## config.mk

```make
export PLATFORM = sky130hd
export DESIGN_NAME = ktst_cell
export DESIGN_NICKNAME = d
export VERILOG_FILES = /design/src/design/assert_macros.svh /design/src/design/ktst_pkg.sv /design/src/design/ktst_cell.sv
export SDC_FILE = /design/constraint.sdc
export NUM_CORES = 1
export LEC_CHECK = 0
export BUFFER_PORTS_ARGS = -buffer_cell sky130_fd_sc_hd__buf_2
export CAP_MARGIN = 40
export CORE_UTILIZATION = 51
export DETAILED_ROUTE_END_ITERATION = 12
export GPL_TIMING_DRIVEN = 0
export HOLD_SLACK_MARGIN = 0.15
export PLACE_DENSITY = 0.83
export SYNTH_ARGS = -nofsm -noshare
export SYNTH_HDL_FRONTEND = slang
export SYNTH_SLANG_ARGS = --single-unit
export TNS_END_PERCENT = 5
```

## constraint.sdc

```tcl
create_clock -name clk -period 2.3 [get_ports clk]
set_input_delay 0.46 -clock clk [delete_from_list [all_inputs] [get_ports clk]]
set_output_delay 0.46 -clock clk [all_outputs]
set_load 0.02 [all_outputs]
```

## src/design/assert_macros.svh

```systemverilog
// Assertion macros shared by the RTL of the timing statistics table.
// Clocked property checks with an active-low reset disable; empty under SYNTHESIS.
`ifndef ASSERT_MACROS_SVH
`define ASSERT_MACROS_SVH

`ifndef SYNTHESIS
`define ASSERT_CLK(lbl, clk, rst_n, prop, msg) \
  lbl: assert property (@(posedge clk) disable iff (!rst_n) (prop)) \
    else $error(msg);
`define ASSERT_IMPLIES(lbl, clk, rst_n, ante, cons, msg) \
  lbl: assert property (@(posedge clk) disable iff (!rst_n) (ante) |-> (cons)) \
    else $error(msg);
`else
`define ASSERT_CLK(lbl, clk, rst_n, prop, msg)
`define ASSERT_IMPLIES(lbl, clk, rst_n, ante, cons, msg)
`endif

`endif

```

## src/design/ktst_pkg.sv

```systemverilog
// Package for the keyed timing statistics table: sizes, command codes, cell structs.
// No dependencies.
`timescale 1ns / 1ps

package ktst_pkg;

  localparam int ENTRIES       = 32;
  localparam int HISTORY_DEPTH = 64;
  localparam int KEY_BITS      = 16;

  // transaction field widths
  localparam int CMD_W  = 1;
  localparam int KEY_FW = 16;
  localparam int TIME_W = 32;
  localparam int RDE_W  = 5;
  localparam int AGE_W  = 6;
  localparam int CNT_W  = 32;
  localparam int TOT_W  = 48;

  localparam int IDX_W    = (ENTRIES > 1) ? $clog2(ENTRIES) : 1;
  localparam int USED_W   = $clog2(ENTRIES + 1);
  localparam int KEY_W    = (KEY_BITS < KEY_FW) ? KEY_BITS : KEY_FW;
  localparam int POS_W    = (HISTORY_DEPTH > 1) ? $clog2(HISTORY_DEPTH) : 1;
  localparam int FILL_W   = $clog2(HISTORY_DEPTH + 1);
  localparam int SUM_W    = $clog2(2 * HISTORY_DEPTH) + 1;
  localparam int STAT_W   = CNT_W + TOT_W;
  localparam int SMP_DEPTH = ENTRIES * HISTORY_DEPTH;
  localparam int SMP_AW   = (SMP_DEPTH > 1) ? $clog2(SMP_DEPTH) : 1;

  localparam logic [CMD_W-1:0] CMD_RECORD = 1'b0;
  localparam logic [CMD_W-1:0] CMD_READ   = 1'b1;

  // broadcast to every cell; only the selected cell acts on upd
  typedef struct packed {
    logic             upd;
    logic             alloc;
    logic [KEY_W-1:0] key;
  } cell_ctl_t;

  typedef struct packed {
    logic              valid;
    logic              hit;
    logic              free;
    logic [POS_W-1:0]  pos;
    logic [FILL_W-1:0] fill;
  } cell_stat_t;

endpackage

```

## src/design/ktst_cell.sv

```systemverilog
// One table cell: allocation flag, key and ring position/fill of one entry.
// Depends on ktst_pkg; the allocation flag chains to the next cell.
`timescale 1ns / 1ps

module ktst_cell (
  input  logic                       clk,
  input  logic                       rst_n,
  input  ktst_pkg::cell_ctl_t        ctl,
  input  logic                       sel,
  input  logic                       prev_valid,
  input  logic [ktst_pkg::KEY_W-1:0] look_key,
  output ktst_pkg::cell_stat_t       stat
);
  import ktst_pkg::*;

  logic              valid_r;
  logic [KEY_W-1:0]  key_r;
  logic [POS_W-1:0]  pos_r;
  logic [FILL_W-1:0] fill_r;
  logic [POS_W-1:0]  pos_base, pos_nxt;
  logic [FILL_W-1:0] fill_base, fill_nxt;

  always_comb begin
    pos_base  = ctl.alloc ? '0 : pos_r;
    fill_base = ctl.alloc ? '0 : fill_r;
    pos_nxt   = (pos_base == POS_W'(HISTORY_DEPTH - 1)) ? '0 : pos_base + 1'b1;
    fill_nxt  = (fill_base == FILL_W'(HISTORY_DEPTH)) ? fill_base : fill_base + 1'b1;
  end

  always_ff @(posedge clk) begin
    if (!rst_n) begin
      valid_r <= 1'b0;
    end else if (ctl.upd && sel && ctl.alloc) begin
      valid_r <= 1'b1;
    end
  end

  always_ff @(posedge clk) begin
    if (ctl.upd && sel) begin
      if (ctl.alloc) begin
        key_r <= ctl.key;
      end
      pos_r  <= pos_nxt;
      fill_r <= fill_nxt;
    end
  end

  always_comb begin
    stat.valid = valid_r;
    stat.hit   = valid_r && (key_r == look_key);
    // first free cell: neighbor below is taken, this one is not
    stat.free  = !valid_r && prev_valid;
    stat.pos   = pos_r;
    stat.fill  = fill_r;
  end

endmodule

```

Yosys cells after proc, flatten, opt, wreduce, memory -nomap -nowiden:

Index checks and enable logic that the tools add are counted.

* muxes and demuxes: 3
* $add $sub $neg: 2
* eq/ne operators: 3
* reductions and logical operators: 6

Operators with widths (number)
* 16-bit equality test: 1
* 7-bit 2-to-1 mux: 2
* 7-bit by 1-bit adder with 7-bit output (second input constant): 1
* 7-bit equality test (second input constant): 1
* 6-bit by 1-bit adder with 6-bit output (second input constant): 1
* 6-bit equality test (second input constant): 1
* 6-bit 2-to-1 mux: 1
* 1-bit logical AND: 4
* 2-bit AND reduction: 1
* 1-bit logical NOT: 1

* flip-flop bits (word level): 30
* word-level logic and storage cells: 18
* bits of input ports: 38

Depth between registers and ports, before layout:

Gate-level depths: netlist of run 1.

* word-level depth: 3
* gate-level depth with buffers: 5
* gate-level depth less buffers: 5

Least setup slack after synthesis of run 1:

No wires, ideal clock.

* path kind: input to output
* start point: in look_key[14] (netlist name)
* end point: out stat[14] (netlist name)
* arrival time: 1453 ps
* setup slack: 387 ps
* cell stages on the path: 4
* required time: 1840 ps
* cell sequence: xor2_1 nor4_1 nand4_1 nor4_2

RTL lines
* start, declared: RTL line ktst_cell.sv:11 `input logic [ktst_pkg::KEY_W-1:0] look_key,`
* end, declared: RTL line ktst_cell.sv:12 `output ktst_pkg::cell_stat_t stat`

==> impl_summary.txt, run 1 <==
----------------------------------------------------
[Floorplanning]
  Initial Utilization ... 54.4%
  Die X-Extent ... 53.6 um
  Area of the core region ... 2500 um2
  Number of rows created at floorplan ... 18
  Die extent in y ... ~54 um
  IO Count ... 54
  Area enclosed by the die boundary ... between 2000 and 3000 um2

[Yosys]
  Post-Synthesis Net Count ... between 100 and 150
  Gate count after technology mapping ... 99
  Top cell type by total area after synthesis ... sky130_fd_sc_hd__edfxtp_1
  Seq/Total Area, Yosys ... 65.6%
  Distinct cells, synth ... 25
  Post-synthesis average cell area ... 13.7 um2
  Total of flip-flops plus latches after synthesis ... 30
  Number of warning messages in the yosys log ... 0
  Synthesized cell area ... 1360 um2
  Synth top area share ... 64.1%
  Leading post-synthesis cells by cell area ... sky130_fd_sc_hd__edfxtp_1 (64%), sky130_fd_sc_hd__xnor2_1 (9.7%), sky130_fd_sc_hd__xor2_1 (6.4%)

[Final layout]
  Share of final-layout standard cells stronger than drive strength 1 ... between 30% and 40%
  Final instance area ... 1720 um2
  Number of nets in the final layout ... roughly 200
  Count of antenna diodes in the layout ... 0
  Core utilization of the finished layout ... between 60% and 70%
  Non-filler cells in the finished layout ... 190
  Relative area change from synthesis to final layout ... 26.9%

[Timing]
  Setup repair after global routing missed its margin ... false
  Setup TNS after final layout ... 0 ns
  Measured slew at the worst slew-check pin ... 0.698 ns
  Time the final worst path needs with I/O delays and setup ... 2.18 ns
  Worst Slack Setup Final ... 0.123 ns
  Share of the cycle needed by the critical path after routing ... 94.7%
  Achievable frequency ... 459 MHz
  Final setup viols ... 0
  Number of hold-slack violations in the final timing report ... 0
  Number of pins with negative max-slew slack in the final report ... 0
  WHS ... approximately 0.32 ns
  Rel. slew slack ... 53.5%
  Setup Skew ... approximately 0.0018 ns

[Worst hold path]
  Worst hold path type ... in -> reg

[Placed design]
  Setup slack at placement ... 0.246 ns
  Final weighted congestion in routability-driven placement ... just over 0.7
  Number of input and output port buffers inserted ... 53
  Post-Place Cells ... 182
  HPWL after DPL ... 1.84 mm
  Placed standard-cell area ... 1660 um2

[Global route]
  Initial antenna violation count ... 0
  GRT Total Usage ... around a fifth
  Overflow left after global routing ... 0
  Via count of the first global-routing pass ... between 900 and 1,000
  Global-route wire length before repair ... 3.62 mm
  Pin count of the biggest net entering global routing ... 18

[Clock network]
  Num Clock Sinks ... 30
  CTS tree ... done
  Clock buffer count from CTS ... 5
  Number of gates resized after cts ... 0
  Number of buffers inserted for hold repair after clock tree synthesis ... 0
  H-Tree Level Count ... 2
  Clock Tree Buf Depth ... 2
  Post CTS Setup Buffer Count ... 0
  Clock input transition at the sequential cells of the worst setup and hold paths ... 0.08 ns
  Clock insertion delay at the later pin of the skew report ... 0.31 ns
  Root buf cell ... sky130_fd_sc_hd__clkbuf_4

[Route]
  Number of detailed-route iterations in the first pass ... 4
  Uppermost layer routed ... met4
  Total vias in the final route ... 963
  Number of DRC markers in iteration 0 ... 12
  Routed wire length on met3 ... 203 um
  Average routed wire per standard cell ... 12.9 um
  Number of routed nets with antenna violations ... 0
  Via density ... 5.07
  Total DRC errors in the routed layout ... 0
  Detailed route wirelength on metal2 ... 1.31 mm
  Routed length on met1 ... 904 um
  Total wire length ... 2.44 mm

[Setup path]
  Worst-path cell chain ... xor2_1 -> nor4_1 -> nand4_1 -> nor4_2 -> buf_4
  Kind of end point of the critical path ... output pin
  Worst Path Max Fanout ... 1
  Worst Path Required ... 1.84 ns
  Kind of launch point of the worst setup path ... register
  Critical Setup Path Class ... reg -> out
  Critical Path AT ... 1.72 ns
  Biggest cell delay along the critical path ... 0.39 ns
  Slowest stage cell on the critical path ... sky130_fd_sc_hd__edfxtp_1

[Power and ir drop]
  Internal power summed over all cells ... approximately 840 uW
  Total power draw ... 1.08 mW
  Net Sw Frac ... 22.5%
  Clock power frac ... 28.8%
  Sequential share of power ... 59.8%
  Switching power ... 244 uW
  Fraction of power consumed by combinational cells ... 11.4%
  Leakage power of the design ... 0.675 nW
  Power density relative to cell area ... 628 nW/um2
  Largest vdd supply drop ... 0.000468 V

[Outcome]
  Result of the run ... finished, final reports clean

[Flow run]
  Max-Cap Viols ... 0

----------------------------------------------------
-- critical path, delay by kind of cell, from the launching register on --
kind                   cells  cell delay (ns)
flip-flops                 1             0.39
XOR/XNOR                   1             0.15
buffers and inverters      1             0.18
AND/OR/NAND/NOR            3             0.68
-- power by group through the flow --
stage | sequential [mW] | combinational, mW | clock [mW]
floorplan | 0.669 | 0.0569 | 0
global placement | 0.658 | 0.118 | 0
detailed placement | 0.660 | 0.124 | 0
CTS | 0.648 | 0.125 | 0.328
global route | 0.651 | 0.136 | 0.342
finish | 0.648 | 0.123 | 0.311
-- layout make-up --
| type | instances | area [um2] |
|---|---|---|
| sequential | 30 | 891 |
| buffer | 2 | 11.3 |
| multi-input combinational | 67 | 457 |
| fill | 192 | 776 |
| clock inverter | 1 | 5.00 |
| clock buffer | 7 | 55.1 |
| timing repair buffer | 53 | 268 |
| tap | 30 | 37.5 |
-- cells in the mapped netlist --
master                     count
sky130_fd_sc_hd__buf_4         1
sky130_fd_sc_hd__nand3_1       5
sky130_fd_sc_hd__ha_1          1
sky130_fd_sc_hd__clkbuf_1      1
sky130_fd_sc_hd__nor4_2        1
sky130_fd_sc_hd__edfxtp_1     29
sky130_fd_sc_hd__and3_1        1
sky130_fd_sc_hd__nor2_1        8
sky130_fd_sc_hd__and2_1        1
sky130_fd_sc_hd__nor3_1        3
sky130_fd_sc_hd__xor2_1       10
sky130_fd_sc_hd__or3_1         1
sky130_fd_sc_hd__o21bai_1      1
sky130_fd_sc_hd__or4b_1        1
sky130_fd_sc_hd__nand2b_1      1
sky130_fd_sc_hd__nand4_1       3
sky130_fd_sc_hd__nor4_1        1
sky130_fd_sc_hd__o21ai_0       1
sky130_fd_sc_hd__xnor2_1      15
sky130_fd_sc_hd__a21oi_1       2
sky130_fd_sc_hd__o21a_1        1
sky130_fd_sc_hd__dfxtp_1       1
sky130_fd_sc_hd__nor2b_1       4
sky130_fd_sc_hd__and4_1        1
sky130_fd_sc_hd__nand2_1       5
-- final timing paths --
check                    to  cells past startpoint       from  slack [ns]
setup reg to reg   pos_r[3]                      5   pos_r[0]        0.72
hold reg to reg     valid_r                      1    valid_r        0.54
hold / removal    key_r[14]                      1    ctl[14]        0.32
setup / recovery   stat[14]                      5  key_r[14]        0.12
-- cells in the final DEF, fill, tap and decap left out --
master and count:
sky130_fd_sc_hd__or4b_1 1, sky130_fd_sc_hd__nand2_1 5, sky130_fd_sc_hd__edfxtp_1 29, sky130_fd_sc_hd__and2_1 1, sky130_fd_sc_hd__nand2b_1 1, sky130_fd_sc_hd__a21oi_1 2
sky130_fd_sc_hd__nand3_1 5, sky130_fd_sc_hd__nor4_2 1, sky130_fd_sc_hd__clkinv_2 1, sky130_fd_sc_hd__dfxtp_1 1, sky130_fd_sc_hd__nor2_1 8, sky130_fd_sc_hd__and3_1 1
sky130_fd_sc_hd__o21ai_0 1, sky130_fd_sc_hd__or3_1 1, sky130_fd_sc_hd__nand4_1 3, sky130_fd_sc_hd__nor4_1 1, sky130_fd_sc_hd__clkbuf_8 1, sky130_fd_sc_hd__nor3_1 3
sky130_fd_sc_hd__buf_4 2, sky130_fd_sc_hd__ha_1 1, sky130_fd_sc_hd__xnor2_1 15, sky130_fd_sc_hd__and4_1 1, sky130_fd_sc_hd__nor2b_1 4, sky130_fd_sc_hd__buf_2 52
sky130_fd_sc_hd__o21bai_1 1, sky130_fd_sc_hd__xor2_1 10, sky130_fd_sc_hd__o21a_1 1, sky130_fd_sc_hd__clkbuf_1 2, sky130_fd_sc_hd__clkbuf_4 5
-- metal layers --
layer	track usage, %	up-vias
met1	19.0	443
met2	34.4	39
met3	8.19	4
met5	0	-
li1	-	477
met4	6.58	0
-- logic make-up (layout without fill, tap and decap cells) --
| kind of cell | Yosys count | count (layout) | synth area share (%) |
|---|---|---|---|
| adders and majority gates | 1 | 1 | 0.921 |
| buffers and inverters | 2 | 63 | 0.829 |
| DFF | 30 | 30 | 65.6 |
| and+or+nand+nor | 36 | 36 | 14.4 |
| AOI/OAI and AO/OA | 5 | 5 | 2.21 |
| xor gates and xnor gates | 25 | 25 | 16.1 |
-- state kept, by name, summed over array words and instances (netlist names) --
| register | flops |
|---|---|
| key_r | 16 |
| fill_r | 7 |
| pos_r | 6 |
| valid_r | 1 |
Power figures use the tool's default switching activity.
==> inputs of run 2 (changes only) <==
CORE_UTILIZATION = 38   (was 51)
PLACE_DENSITY = 0.65   (was 0.83)
clock period = 2.65 ns   (was 2.3 ns; I/O delays follow)
==> run 2 against run 1 <==
Compared with the run above: clock-buffer cell count fell by 2; via count grew 0.73%; highest routed layer unchanged; cell area grew 0.65%.
==> impl_summary.txt, run 2 (synthesized netlist as in run 1, its figures left out) <==
----------------------------------------------------
[Final layout]
  Most frequent cells in the layout ... sky130_fd_sc_hd__buf_2 (53), sky130_fd_sc_hd__edfxtp_1 (29), sky130_fd_sc_hd__xnor2_1 (15), sky130_fd_sc_hd__xor2_1 (10), sky130_fd_sc_hd__nor2_1 (8)
  Relative area change from synthesis to final layout ... 27.7%
  Biggest register ... key_r
  Number of nets in the final layout ... 198 (unchanged)
  Share of final-layout standard cells stronger than drive strength 1 ... 38.8% (unchanged)
  Max FFs per register ... 16 (unchanged)
  Largest registers ... key_r: 16 flops, fill_r: 7 flops, pos_r: 6 flops
  Fill cell total of the finished layout ... 315 (+64%)
  Count of antenna diodes in the layout ... 0 (unchanged)
  Core utilization of the finished layout ... 51.2% (-18 points)
  Most common library cell in the layout ignoring fill and taps ... sky130_fd_sc_hd__buf_2

[Clock network]
  Number of gates resized after cts ... 0 (unchanged)
  H-Tree Level Count ... 2 (unchanged)
  Post CTS Setup Buffer Count ... 0 (unchanged)
  Num Clock Sinks ... 30 (unchanged)
  Clock Tree Buf Depth ... 2 (unchanged)
  Clock input transition at the sequential cells of the worst setup and hold paths ... 0.09 ns (about the same)
  Clock insertion delay at the later pin of the skew report ... 0.32 ns (about the same)
  Number of buffers inserted for hold repair after clock tree synthesis ... 0 (unchanged)
  Root buf cell ... sky130_fd_sc_hd__clkbuf_4
  Clock buffer count from CTS ... 5 (unchanged)
  CTS tree ... done

[Setup path]
  Number of cells on the worst reg-to-reg path ... 5 (unchanged)
  Critical Setup Path Class ... reg -> out
  Slowest stage cell on the critical path ... sky130_fd_sc_hd__edfxtp_1
  Kind of end point of the critical path ... output pin
  Worst Path Required ... 2.12 ns (+0.28 ns)
  Worst setup slack for register-to-register paths ... 1.11 ns (+0.39 ns)
  Start of the worst register-to-register path ... pos_r[0]
  Number of buffer and inverter instances along the worst setup path ... 1 (unchanged)
  R2R Path End ... pos_r[3]
  Largest delay contributor family on the critical path ... simple AND/OR/NAND/NOR gates
  Kind of launch point of the worst setup path ... register
  Worst Path Max Fanout ... 1 (unchanged)
  Cell depth of the worst setup path ... 5 (unchanged)
  Critical Path AT ... 1.80 ns (+0.08 ns)
  Biggest cell delay along the critical path ... 0.39 ns (about the same)
  Worst-path cell chain ... xor2_1 -> nor4_1 -> nand4_1 -> nor4_2 -> buf_2

[Global route]
  Global-route wire length before repair ... 3.60 mm (-0.39%)
  GRT Total Usage ... 13.7% (-5.1 points)
  Via count of the first global-routing pass ... 861 (-4.4%)
  Initial antenna violation count ... 0 (unchanged)
  Pin count of the biggest net entering global routing ... 18 (unchanged)
  Overflow left after global routing ... 0 (unchanged)

[Route]
  Via density ... 4.71 (-7.1%)
  Routed wire length on met3 ... 248 um (+22%)
  Uppermost layer routed ... met4
  Average routed wire per standard cell ... 11.8 um (-8.0%)
  Total vias in the final route ... 970 (+0.73%)
  Total DRC errors in the routed layout ... 0 (unchanged)
  Routed length on met1 ... 993 um (+9.8%)
  Number of routed nets with antenna violations ... 0 (unchanged)
  Total wire length ... 2.44 mm (-0.20%)
  Detailed route wirelength on metal2 ... 1.18 mm (-9.7%)
  Number of detailed-route iterations in the first pass ... 4 (unchanged)
  Number of DRC markers in iteration 0 ... 10 (-2)

[Placed design]
  Number of input and output port buffers inserted ... 53 (unchanged)
  Final weighted congestion in routability-driven placement ... 0.745 (+2.3%)
  HPWL after DPL ... 1.87 mm (+1.2%)
  Setup slack at placement ... 0.350 ns (+0.104 ns)

[Timing]
  Number of pins with negative max-slew slack in the final report ... 0 (unchanged)
  Measured slew at the worst slew-check pin ... 0.747 ns (+0.0492 ns)
  Time the final worst path needs with I/O delays and setup ... 2.33 ns
  Setup repair after global routing missed its margin ... false
  WHS ... 0.384 ns (+0.0690 ns)
  Worst Slack Setup Final ... 0.321 ns (+0.198 ns)
  Achievable frequency ... between 400 and 500 MHz
  Final setup viols ... 0 (unchanged)
  Setup TNS after final layout ... 0 ns (unchanged)
  Rel. slew slack ... 50.2% (-3.3 points)
  Number of hold-slack violations in the final timing report ... 0 (unchanged)
  Share of the cycle needed by the critical path after routing ... ~88%
  Setup Skew ... 0.00787 ns (+0.00604 ns)

[Power and ir drop]
  Largest vdd supply drop ... 0.000257 V (-45%)
  Power density relative to cell area ... 529 nW/um2 (-16%)
  Leakage power of the design ... 0.668 nW (-0.97%)
  Total power draw ... 918 uW (-15%)

[Floorplanning]
  Number of rows created at floorplan ... 21 (+3)
  Area of the core region ... 3390 um2 (+36%)
  Initial Utilization ... 40.1% (-14 points)
  IO Count ... 54 (unchanged)
  Die extent in y ... 61.8 um (+15%)
  Area enclosed by the die boundary ... 3820 um2 (+33%)
  Die X-Extent ... 61.8 um (+15%)

[Worst hold path]
  Worst hold path type ... in -> reg
  Start point of the worst hold path ... ctl[12]
  Cell count of the worst hold path ... 1 (unchanged)
  Hold endpoint ... key_r[12]

[Outcome]
  Result of the run ... finished, final reports clean

[Flow run]
  Max-Cap Viols ... 0 (unchanged)

----------------------------------------------------
run 2: where the power goes:
group          internal, mW  total [mW]  leakage, nW  switching (mW)
clock                0.0984       0.250       0.0286           0.152
combinational        0.0533       0.106        0.361          0.0525
sequential            0.546       0.562        0.279          0.0161
run 2: area by class of cell:
| cell class | count | area (um2) | area share (%) |
|---|---|---|---|
| repair buffers | 53 | 265 | 15.3 |
| well taps | 46 | 57.6 | 3.32 |
| clock inverters | 3 | 16.3 | 0.937 |
| clock buffers | 5 | 37.5 | 2.16 |
| plain buffers | 2 | 11.3 | 0.649 |
| multi-input cells | 67 | 457 | 26.3 |
| flip-flops and latches | 30 | 891 | 51.3 |
run 2: through the flow:
| stage | instance area (um2) | instances |
|---|---|---|
| 2_1_floorplan | 1360 | 99 |
| 3_3_place_gp | 1680 | 198 |
| 3_5_place_dp | 1680 | 198 |
| 4_1_cts | 1740 | 206 |
| 5_1_grt | 1740 | 206 |
| 6_report | 1740 | 206 |
run 2: worst register-to-register path, cell delays in order (launching register included):
cell and delay, ns:
sky130_fd_sc_hd__edfxtp_1 0.42, sky130_fd_sc_hd__nor2b_1 0.19, sky130_fd_sc_hd__ha_1 0.25, sky130_fd_sc_hd__nand2_1 0.07, sky130_fd_sc_hd__nor3_1 0.28, sky130_fd_sc_hd__nor3_1 0.09
run 2: how the worst max path moves through the flow:
stage	to	slack, ns	start
2_1_floorplan	stat[14]	0.60	look_key[14]
3_3_place_gp	stat[14]	0.46	look_key[14]
3_5_place_dp	stat[14]	0.35	look_key[14]
4_1_cts	stat[14]	0.26	key_r[14]
5_1_grt	stat[14]	0.15	key_r[14]
6_report	stat[14]	0.32	key_r[14]
run 2: routing by layer:
metal / GRT usage (%) / up-vias
met3: 6.83 / 2
met1: 14.6 / 446
met2: 23.7 / 47
li1: - / 475
met5: 0 / -
met4: 4.76 / 0
==> inputs of run 3 (changes only) <==
CORE_UTILIZATION = 51   (was 38)
PLACE_DENSITY = 0.83   (was 0.65)
SETUP_SLACK_MARGIN = 0.1   (was not set)
==> run 3 against run 2 <==
Compared with the run above: routed wire length grew 0.21%; die area down 25%; critical endpoint unchanged; combinational power about the same; hold slack improved by 0.00099 ns; clock power up 8.0%; power grew 2.3%; via count decreased by 0.72%; cell area shrank 0.79%; fmax up 3.2%; setup slack improved by 0.073 ns; largest power group unchanged; clock-buffer cell count up 2; first-iteration DRC count up 20%.
==> impl_summary.txt, run 3 (synthesized netlist as in run 1, its figures left out) <==
----------------------------------------------------
[Floorplanning]
  Die extent in y ... 53.6 um (-13%)
  Number of rows created at floorplan ... 18 (-14%)
  Initial Utilization ... 54.4% (+14 points)
  IO Count ... 54 (unchanged)
  Area of the core region ... 2500 um2 (-26%)
  Area enclosed by the die boundary ... 2870 um2 (-25%)
  Die X-Extent ... 53.6 um (-13%)

[Route]
  Total DRC errors in the routed layout ... 0 (unchanged)
  Total vias in the final route ... 963 (-0.72%)
  Total wire length ... 2.44 mm (+0.21%)
  Number of DRC markers in iteration 0 ... 12 (+2)
  Via density ... 5.07 (+7.6%)
  Number of routed nets with antenna violations ... 0 (unchanged)
  Average routed wire per standard cell ... 12.9 um (+8.6%)
  Number of detailed-route iterations in the first pass ... 4 (unchanged)

[Global route]
  GRT Total Usage ... 18.9% (+5.1 points)
  Via count of the first global-routing pass ... 901 (+4.6%)
  Pin count of the biggest net entering global routing ... 18 (unchanged)
  Overflow left after global routing ... 0 (unchanged)
  Global-route wire length before repair ... 3.62 mm (+0.39%)
  Initial antenna violation count ... 0 (unchanged)

[Flow run]
  Max-Cap Viols ... 0 (unchanged)

[Placed design]
  Final weighted congestion in routability-driven placement ... 0.728 (-2.3%)
  HPWL after DPL ... 1.84 mm (-1.2%)
  Placed standard-cell area ... 1660 um2 (-1.2%)
  Number of input and output port buffers inserted ... 53 (unchanged)

[Setup path]
  Biggest cell delay along the critical path ... 0.39 ns (about the same)
  Start of the worst register-to-register path ... pos_r[0]
  Worst setup slack for register-to-register paths ... 1.07 ns (-0.04 ns)
  Critical Setup Path Class ... reg -> out
  R2R Path End ... pos_r[3]
  Worst Setup SP ... key_r[14]
  Worst setup endpoint ... stat[14]
  Kind of launch point of the worst setup path ... register
  Worst Path Required ... 2.12 ns (about the same)
  Critical Path AT ... 1.73 ns (-0.07 ns)
  Worst-path cell chain ... xor2_1 -> nor4_1 -> nand4_1 -> nor4_2 -> buf_2
  Kind of end point of the critical path ... output pin
  Slowest stage cell on the critical path ... sky130_fd_sc_hd__edfxtp_1
  Number of cells on the worst reg-to-reg path ... 5 (unchanged)
  Worst Path Max Fanout ... 1 (unchanged)

[Timing]
  Number of pins with negative max-slew slack in the final report ... 0 (unchanged)
  WHS ... 0.385 ns (+0.000991 ns)
  Rel. slew slack ... 53.5% (+3.3 points)
  Achievable frequency ... 443 MHz (+3.2%)
  Number of hold-slack violations in the final timing report ... 0 (unchanged)
  Setup Skew ... 0.00183 ns (-0.00604 ns)
  Final setup viols ... 0 (unchanged)
  Setup TNS after final layout ... 0 ns (unchanged)
  Setup repair after global routing missed its margin ... false
  Time the final worst path needs with I/O delays and setup ... 2.26 ns (-0.0731 ns)
  Share of the cycle needed by the critical path after routing ... 85.1% (-2.8 points)
  Measured slew at the worst slew-check pin ... 0.698 ns (-0.0492 ns)

[Final layout]
  Relative area change from synthesis to final layout ... 26.7%
  Largest registers ... key_r: 16 flops, fill_r: 7 flops, pos_r: 6 flops
  Max FFs per register ... 16 (unchanged)
  Fill cell total of the finished layout ... 192 (-39%)
  Final instance area ... 1720 um2 (-0.79%)
  Share of final-layout standard cells stronger than drive strength 1 ... 38.8% (unchanged)
  Count of antenna diodes in the layout ... 0 (unchanged)
  Biggest register ... key_r
  Most frequent cells in the layout ... sky130_fd_sc_hd__buf_2 (53), sky130_fd_sc_hd__edfxtp_1 (29), sky130_fd_sc_hd__xnor2_1 (15), sky130_fd_sc_hd__xor2_1 (10), sky130_fd_sc_hd__nor2_1 (8)
  Number of nets in the final layout ... 198 (unchanged)
  Most common library cell in the layout ignoring fill and taps ... sky130_fd_sc_hd__buf_2

[Clock network]
  Root buf cell ... sky130_fd_sc_hd__clkbuf_4
  Clock input transition at the sequential cells of the worst setup and hold paths ... 0.08 ns (about the same)
  CTS tree ... done
  Number of gates resized after cts ... 0 (unchanged)
  Num Clock Sinks ... 30 (unchanged)
  Post CTS Setup Buffer Count ... 0 (unchanged)
  H-Tree Level Count ... 2 (unchanged)
  Number of buffers inserted for hold repair after clock tree synthesis ... 0 (unchanged)
  Clock buffer count from CTS ... 5 (unchanged)
  Clock Tree Buf Depth ... 2 (unchanged)
  Clock insertion delay at the later pin of the skew report ... 0.31 ns (about the same)

[Power and ir drop]
  Largest vdd supply drop ... 0.000407 V (+58%)
  Net Sw Frac ... 22.5% (-1.5 points)
  Leakage power of the design ... 0.675 nW (+1.0%)
  Sequential share of power ... 59.8% (-1.4 points)
  Fraction of power consumed by combinational cells ... 11.4% (about the same)
  Switching power ... 212 uW (-4.1%)
  Total power draw ... 939 uW (+2.3%)
  Internal power summed over all cells ... 728 uW (+4.3%)
  Clock power frac ... 28.8% (+1.5 points)
  Power density relative to cell area ... 545 nW/um2 (+3.1%)

[Outcome]
  Result of the run ... finished, final reports clean

[Worst hold path]
  Worst hold path type ... in -> reg

----------------------------------------------------
run 3: cell count changes in the layout (fill, tap and decap cells not counted):
cell | before | now
sky130_fd_sc_hd__clkinv_1 | 1 | 0
sky130_fd_sc_hd__clkinvlp_4 | 1 | 0
sky130_fd_sc_hd__clkbuf_1 | 1 | 2
sky130_fd_sc_hd__clkbuf_8 | 0 | 1
run 3: worst max-delay path: cells and delay by family, from the launching register on:
kind	cells	cell delay [ns]
flip-flops	1	0.39
AND/OR/NAND/NOR	3	0.67
buffers and inverters	1	0.20
XOR/XNOR	1	0.15
run 3: layout make-up:
class                   instances  area (um2)  area share, %
clock buffers                   7        55.1           3.20
repair buffers                 53         265           15.4
well taps                      30        37.5           2.18
multi-input cells              67         457           26.5
plain buffers                   2        11.3          0.654
flip-flops and latches         30         891           51.7
clock inverters                 1        5.00          0.291
run 3: per-stage QoR:
stage / std cells / setup slack [ns] / util [%]
floorplan: 99 / 0.597 / -
global placement: 182 / 0.471 / 66.5
detailed placement: 182 / 0.456 / 66.5
CTS: 190 / 0.354 / 68.9
global route: 190 / 0.276 / 68.9
finish: 190 / 0.394 / 68.9
run 3: routing by layer:
metal / routed length [um] / track usage [%] / share of wire, %
met2: 1310 / 34.4 / 53
met5: 0 / 0 / 0
met4: 29 / 6.58 / 1.2
met3: 204 / 8.19 / 8.4
met1: 904 / 19.0 / 37
run 3: worst min path at each step:
stage               startpoint   endpoint  slack, ns  depth (start not counted)
detailed placement     valid_r    valid_r       0.52                          1
global placement       valid_r    valid_r       0.50                          1
global route            ctl[4]   key_r[4]       0.35                          1
CTS                    ctl[13]  key_r[13]       0.36                          1
finish                 ctl[14]  key_r[14]       0.39                          1
floorplan              valid_r    valid_r       0.49                          1
run 3: power groups by stage:
stage	Combinational, mW	Sequential, mW	Clock [mW]
after floorplan	0.0494	0.580	0
after global placement	0.103	0.571	0
after detailed placement	0.107	0.573	0
after CTS	0.108	0.562	0.285
after global routing	0.118	0.565	0.297
final	0.107	0.562	0.270
